--- config.mk ---
export PLATFORM = sky130hd
export DESIGN_NAME = pcrct_cell
export DESIGN_NICKNAME = d
export VERILOG_FILES = /design/src/rtl/core/pcrct_pkg.sv /design/src/rtl/core/pcrct_cell.sv
export SDC_FILE = /design/constraint.sdc
export NUM_CORES = 1
export LEC_CHECK = 0
export ABC_CLOCK_PERIOD_IN_PS = 6700
export BUFFER_PORTS_ARGS = -buffer_cell sky130_fd_sc_hd__buf_2
export CAP_MARGIN = 40
export CORE_AREA = 10 10 159 161
export DETAILED_ROUTE_END_ITERATION = 10
export DIE_AREA = 0 0 169 171
export PLACE_DENSITY_LB_ADDON = 0.15
export SETUP_SLACK_MARGIN = 0.05
export SLEW_MARGIN = 40
export SYNTH_ARGS = -nofsm -noshare
export SYNTH_HDL_FRONTEND = slang
export SYNTH_SLANG_ARGS = --single-unit
--- constraint.sdc ---
create_clock -name clk -period 6.7 [get_ports clk]
set_input_delay 0.67 -clock clk [delete_from_list [all_inputs] [get_ports clk]]
set_output_delay 0.67 -clock clk [all_outputs]
set_load 0.05 [all_outputs]
--- src/rtl/core/pcrct_pkg.sv ---
// Shared widths, defaults and the cell control type of the run change tracker.
`timescale 1ns / 1ps
`default_nettype none
package pcrct_pkg;

	// Field widths fixed by the channel key and sample format.
	localparam int KEY_W   = 16;
	localparam int DTYPE_W = 4;
	localparam int DID_W   = 8;
	localparam int MTYPE_W = 4;
	localparam int TS_W    = 63;
	localparam int VAL_W   = 64;

	// Default number of channel slots in the cell chain.
	localparam int DEF_TABLE_SLOTS = 64;

	// Result kind codes.
	localparam logic KIND_RUN    = 1'b0;
	localparam logic KIND_REFUSE = 1'b1;

	// Request op codes.
	localparam logic OP_SAMPLE = 1'b0;
	localparam logic OP_CLOSE  = 1'b1;

	// Per-cell control: load writes the new run, shift takes the neighbor's run.
	typedef struct packed {
		logic load;
		logic shift;
	} cell_ctl_t;

endpackage
`default_nettype wire

--- src/rtl/core/pcrct_cell.sv ---
// One channel slot of the chain: holds a run and compares its key.
`timescale 1ns / 1ps
`default_nettype none
module pcrct_cell (
	input  wire                            clk,
	input  wire  pcrct_pkg::cell_ctl_t     ctl,
	input  wire  [pcrct_pkg::KEY_W-1:0]    cmp_key,
	input  wire  [pcrct_pkg::TS_W-1:0]     new_start,
	input  wire  [pcrct_pkg::VAL_W-1:0]    new_value,
	input  wire  [pcrct_pkg::KEY_W-1:0]    nb_key,
	input  wire  [pcrct_pkg::TS_W-1:0]     nb_start,
	input  wire  [pcrct_pkg::VAL_W-1:0]    nb_value,
	output logic [pcrct_pkg::KEY_W-1:0]    key,
	output logic [pcrct_pkg::TS_W-1:0]     start,
	output logic [pcrct_pkg::VAL_W-1:0]    value,
	output logic                           match
);
	import pcrct_pkg::*;

	logic [KEY_W-1:0] key_q;
	logic [TS_W-1:0]  start_q;
	logic [VAL_W-1:0] value_q;

	// Run storage: a load writes the request's run, a shift takes the neighbor's.
	always_ff @(posedge clk) begin
		if (ctl.load) begin
			key_q   <= cmp_key;
			start_q <= new_start;
			value_q <= new_value;
		end else if (ctl.shift) begin
			key_q   <= nb_key;
			start_q <= nb_start;
			value_q <= nb_value;
		end
	end

	assign key   = key_q;
	assign start = start_q;
	assign value = value_q;
	assign match = (key_q == cmp_key);

endmodule
`default_nettype wire

Word-level counts from Yosys, hierarchy flattened
Cells that the tools add are included.
Widths: inputs -> output; s select.
{ "word_totals": {"register_bits": 143, "input_bits": 289, "output_inout_bits": 144} }
{ "op_classes": {"eq_ne": 1, "muxes": 6, "reduce_logical": 1} }
{ "op_table": {"columns": ["cell", "n"], "rows": [
  ["$mux 64", 2],
  ["$mux 63", 2],
  ["$mux 16", 2],
  ["$eq 16x16->1", 1],
  ["$reduce_bool 2->1", 1]
]} }

Longest topological paths before layout
Gate-level depths: netlist (run 1).
{ "logic_depth": {"word_depth": 2, "ltp_mapped": 4} }

Worst setup path after synthesis (run 1)
Ideal clock, no wire load.
{ "synth_timing": {"kind": "input to register", "from": "in ctl[1] (netlist bit)", "to": "reg key_q[0] (netlist: key[0]) (enable)", "arrival_time_ns": 4.222, "setup_slack_ns": 1.966, "cell_stages": 4, "n_path_buf": 3, "cell_sequence": "buf_6 -> buf_6 -> buf_6 -> or2_1"} }
{ "synth_via": {"elab_chain_cells": 1} }
{ "synth_rtl": {"columns": ["element", "line_no", "rtl"], "rows": [
  ["start, declared", "pcrct_cell.sv:6", "input wire pcrct_pkg::cell_ctl_t ctl,"],
  ["$reduce_bool 2->1 (no source line)", null, null],
  ["end signal, assigned", "pcrct_cell.sv:27", "key_q <= cmp_key;"],
  ["end signal, assigned", "pcrct_cell.sv:31", "key_q <= nb_key;"],
  ["end, declared", "pcrct_cell.sv:20", "logic [KEY_W-1:0] key_q;"]
]} }
No other way between the ends.
A chain may end at the register's enable or synchronous reset.

Worst setup path in the final report (run 1)
{ "layout_timing": {"from": "reg key_q[5] (netlist: key[5])", "to": "out match"} }
{ "layout_via": {"elab_chain_cells": 1} }
{ "layout_rtl": {"columns": ["element", "line_no", "rtl"], "rows": [
  ["$eq 16x16->1", "pcrct_cell.sv:40", "assign match = (key_q == cmp_key);"],
  ["end, declared", "pcrct_cell.sv:16", "output logic match"]
]} }
No other way between the ends.

==> results.json, run 1 <==
{
  "die_w_um": 169,
  "dp_cells": 1028,
  "ctsResizeCount": 0,
  "detail-route-antenna-nets": 0,
  "synth_common_cells": "edfxtp_1 (143), mux2_2 (84), mux2_4 (59)",
  "outcome": "completed",
  "post_cts_buffers": 0,
  "tightest_slew_ns": 0.775,
  "synth_cell_types": 9,
  "synth_top_area_cell": "edfxtp_1",
  "fin_nets": 1052,
  "portBuffers": 432,
  "netlist_instances": 324,
  "crit_family": "simple AND/OR/NAND/NOR gates",
  "synthTopCellsByArea": "edfxtp_1 (67%), mux2_2 (15%), mux2_4 (14%)",
  "grt_pass1_vias": 5191,
  "finalHoldViolations": 0,
  "ys_warn_count": 0,
  "leakage_nw": 4.34,
  "slew_headroom_pct": 48.3,
  "drc": 0,
  "viasPerCell": 4.27,
  "avgSynthCellArea_um2": 19.9,
  "drv_cap": 0,
  "crit_buf_inv": 1,
  "antenna_found_initial": 2,
  "seq_area_frac_synth_pct": 66.7,
  "synth_most_common_cell": "edfxtp_1",
  "core_mm2": 0.0222,
  "total_power_mw": 2.83,
  "clock_sinks": 143,
  "grt_setup_unrepaired": "no",
  "place.gp.congestion": 0.849,
  "drive_above_1_share_pct": 78.7,
  "synth.top_cell.area_share_pct": 66.7,
  "drt_iter0_markers": 211,
  "die_area_mm2": 0.0289,
  "vias": 4534,
  "die_h_um": 171,
  "start_util_pct": 28.9,
  "num_rows": 55,
  "wl_um": 22300,
  "vdd_drop_max_mv": 0.150,
  "fin_util_pct": 42.8,
  "first_pass_iters": 4,
  "hold_class": "in2reg",
  "cts_tree": "done",
  "ctsHoldBuffers": 0,
  "area_growth_pct": 48.0,
  "worst_path_max_delay_cell": "edfxtp_1",
  "crit_type": "reg2out",
  "fin_ws_ns": 4.09,
  "synth-edff-count": 143,
  "wl_per_cell_um": 21.0,
  "cts-htree-levels": 4,
  "fin_crit_sh_pct": 39.0,
  "grt_overflow_total": 0,
  "critPathMaxFanout": 2,
  "grt_max_degree": 83,
  "period_minus_slack_ns": 2.61,
  "final_cell_count_no_fill": 1062,
  "clock_path_buffers": 2,
  "setup_tns_ns": 0,
  "final-setup-viol-count": 0,
  "ys.flop_type": "edfxtp_1",
  "track_usage_pct": 14.5,
  "cp-start-kind": "register",
  "endpoint_kind": "output port",
  "async_flop_share_pct": 0,
  "pre_cts_slack_ns": 3.72,
  "synth_seq_cells": 143,
  "cp_cell_sequence": "xnor2_1 > nand4_1 > nor4_1 > buf_2",
  "root_buffer": "clkbuf_16",
  "hpwl_um": 18300,
  "synth_nets": 613,
  "boundaryPins": 433,
  "power.density_mw_per_mm2": 297,
  "cts_buffers": 17,
  "worst_ep_required_time_ns": 6.03,
  "synthesis.area_mm2": 0.00643,
  "path_clk_slew_ns": 0.06,
  "grt_pass1_wl_um": 31800,
  "max_stage_delay_ns": 0.44,
  "maxSlewViolCount": 0,
  "cp.arrival_ns": 1.94,
  "fmax_mhz": 383
}
## layout make-up
class | count | area, um2
clock inverter | 13 | 188
clock buffer | 18 | 429
tap | 285 | 357
antenna | 2 | 5.00
multi-input combinational | 165 | 2010
timing repair buffer | 436 | 2240
sequential | 143 | 4290
fill | 2068 | 12700
## cell usage in the layout, fill, tap and decap left out, drive strengths merged
master	n
buf	436
bufinv	4
clkbuf	18
clkinv	3
clkinvlp	3
diode	2
edfxtp	143
inv	3
mux2	143
nand4	4
nor4	1
or2	1
xnor2	16
## registers in the layout (all words and copies together), names as in the netlist
register  count
key          16
start        63
value        64
## per-stage QoR
stage	hold slack (ns)	instance area (um2)
final	0.554	9520
after global placement	0.971	8850
after detailed placement	0.974	8870
after global routing	0.524	9520
after CTS	0.522	9490
after floorplan	0.887	6430
## cell families (layout without fill, tap and decap cells)
| group | count (synthesis) | after routing | synth area share, % |
|---|---|---|---|
| flip-flops | 143 | 143 | 66.7 |
| buffers and inverters | 16 | 467 | 2.02 |
| AND/OR/NAND/NOR | 6 | 6 | 0.583 |
| multiplexers | 143 | 143 | 28.5 |
| XOR/XNOR | 16 | 16 | 2.18 |
| other | 0 | 2 | 0 |
## layer usage
metal | global-route usage, % | up-vias | routed length [um]
li1 | - | 2148 | -
met1 | 14.2 | 2097 | 7730
met2 | 25.5 | 273 | 11400
met3 | 8.63 | 16 | 2910
met4 | 3.94 | 0 | 224
met5 | 0 | - | 0
## report_power, final
group          leakage [nW]  internal (mW)  total, mW  switching (mW)
Clock                 0.293          0.624      0.999           0.375
Combinational          2.59          0.214      0.702           0.488
Sequential             1.46           1.10       1.13          0.0303
## path summary, 6_finish.rpt
kind / startpoint / end / slack [ns] / cells after the start
worst max-delay path: key[5] / match / 4.09 / 4
worst min-delay path: nb_start[55] / start[55] / 0.55 / 2
Note: power is estimated with default switching activity, not from simulation.
==> run 2, diff against run 1 <==
ABC_CLOCK_PERIOD_IN_PS = 2700   (was 6700)
clock period = 2.7 ns   (was 6.7 ns; I/O delays follow)
==> run 2 against run 1 <==
Core utilization decreased by 0.26 points. First-iteration DRC count decreased by 23%. Combinational power up 150%. Sequential share of layout area is 0.28 points higher. Non-clock buffer count up 2. Critical path depth is the same. Wire length is 0.27% lower. Worst hold slack got worse by 0.40 ns. Largest power group unchanged.
==> results.json, run 2 (synthesized netlist as in run 1, its figures left out) <==
{
  "setup_tns_ns": 0,
  "detail-route-antenna-nets": 0,
  "boundaryPins": 433,
  "grt_setup_unrepaired": "no",
  "finalHoldViolations": 0,
  "die_area_mm2": 0.0289,
  "clock_path_buffers": 2,
  "total_power_mw": 6.73,
  "root_buffer": "clkbuf_16",
  "layout_commonest_cell": "buf_2",
  "viasPerCell": 4.27,
  "tightest_slew_ns": 0.597,
  "vdd_drop_max_mv": 0.352,
  "drv_cap": 0,
  "cp_cell_sequence": "xnor2_1 > nand4_1 > nor4_2 > buf_2",
  "track_usage_pct": 14.4,
  "fin_util_pct": 42.6,
  "hpwl_um": 18300,
  "ctsHoldBuffers": 0,
  "fin_nets": 1054,
  "cp.arrival_ns": 1.77,
  "post_cts_buffers": 0,
  "slew_headroom_pct": 60.2,
  "area_growth_pct": 47.1,
  "power.density_mw_per_mm2": 711,
  "num_rows": 55,
  "hold_class": "in2reg",
  "grt_pass1_wl_um": 31500,
  "maxSlewViolCount": 0,
  "portBuffers": 432,
  "drive_above_1_share_pct": 78.9,
  "cp-start-kind": "register",
  "worst_ep_required_time_ns": 2.43,
  "start_util_pct": 28.9,
  "grt_pass1_vias": 5104,
  "largest_reg_flops": 64,
  "fmax_mhz": 490,
  "drc": 0,
  "grt_overflow_total": 0,
  "drt_iter0_markers": 162,
  "final-setup-viol-count": 0,
  "cts-htree-levels": 4,
  "first_pass_iters": 6,
  "antenna_found_initial": 3,
  "endpoint_kind": "output port",
  "ctsResizeCount": 0,
  "wl_um": 22200,
  "core_mm2": 0.0222,
  "fin_crit_sh_pct": 75.6,
  "max_stage_delay_ns": 0.41,
  "path_clk_slew_ns": 0.06,
  "outcome": "completed",
  "final_cell_mix": "buf_2 (431), edfxtp_1 (143), mux2_2 (84)",
  "crit_type": "reg2out",
  "die_w_um": 169,
  "worst_path_max_delay_cell": "edfxtp_1",
  "clock_sinks": 143,
  "period_minus_slack_ns": 2.04,
  "vias": 4530,
  "multi_input_area_mm2": 0.00202,
  "cts_buffers": 17,
  "place.gp.congestion": 0.799,
  "leakage_nw": 4.31,
  "grt_max_degree": 74,
  "cts_tree": "done",
  "hold_ws_ns": 0.158,
  "critPathMaxFanout": 2,
  "die_h_um": 171,
  "num-fill-cells": 2073,
  "register_area_mm2": 0.00429,
  "wl_per_cell_um": 20.9
}
[run 2: cell types whose count changed in the layout (fill, tap and decap cells not counted), moves of 2 or more]
cell | previous run | this run
buf_4 | 0 | 3
buf_12 | 1 | 3
bufinv_16 | 4 | 1
clkinvlp_4 | 3 | 5
buf_6 | 3 | 1
[run 2: report_power, final]
group | switching (mW) | internal [mW] | total, mW
registers | 0.0703 | 2.73 | 2.80
clock network | 0.928 | 1.26 | 2.19
logic | 1.21 | 0.532 | 1.74
[run 2: cell type report]
cell class	instances	area share (%)
Antenna cell	1	0.0264
Clock buffer	17	4.49
Clock inverter	13	1.23
Multi-Input combinational cell	165	21.3
Sequential cell	143	45.4
Tap cell	285	3.77
Timing Repair Buffer	438	23.8
[run 2: critical path: cells and delay by family, from the launching register on]
| family | cells | cell delay (ns) |
|---|---|---|
| and+or+nand+nor | 2 | 0.46 |
| DFF | 1 | 0.41 |
| xor gates and xnor gates | 1 | 0.16 |
| buffers and inverters | 1 | 0.32 |
[run 2: per-stage QoR]
step                instance area, um2  worst slack, ns  instances
global placement                  8920             1.03       1031
finish                            9460            0.658       1062
global route                      9460            0.506       1062
detailed placement                8920            0.994       1031
floorplan                         6440            0.500        324
CTS                               9460            0.617       1061
[run 2: layer usage]
metal	vias to the layer above	global-route usage (%)	share of wire, %
li1	2152	-	-
met1	2090	14.5	36
met2	267	25.5	51
met3	17	7.80	12
met4	4	3.56	0.92
met5	-	0	0.15
[run 2: worst paths after layout]
kind / start / endpoint / slack, ns / cells past startpoint
worst max-delay path: key[6] / match / 0.66 / 4
worst min-delay path: nb_key[4] / key[4] / 0.16 / 2
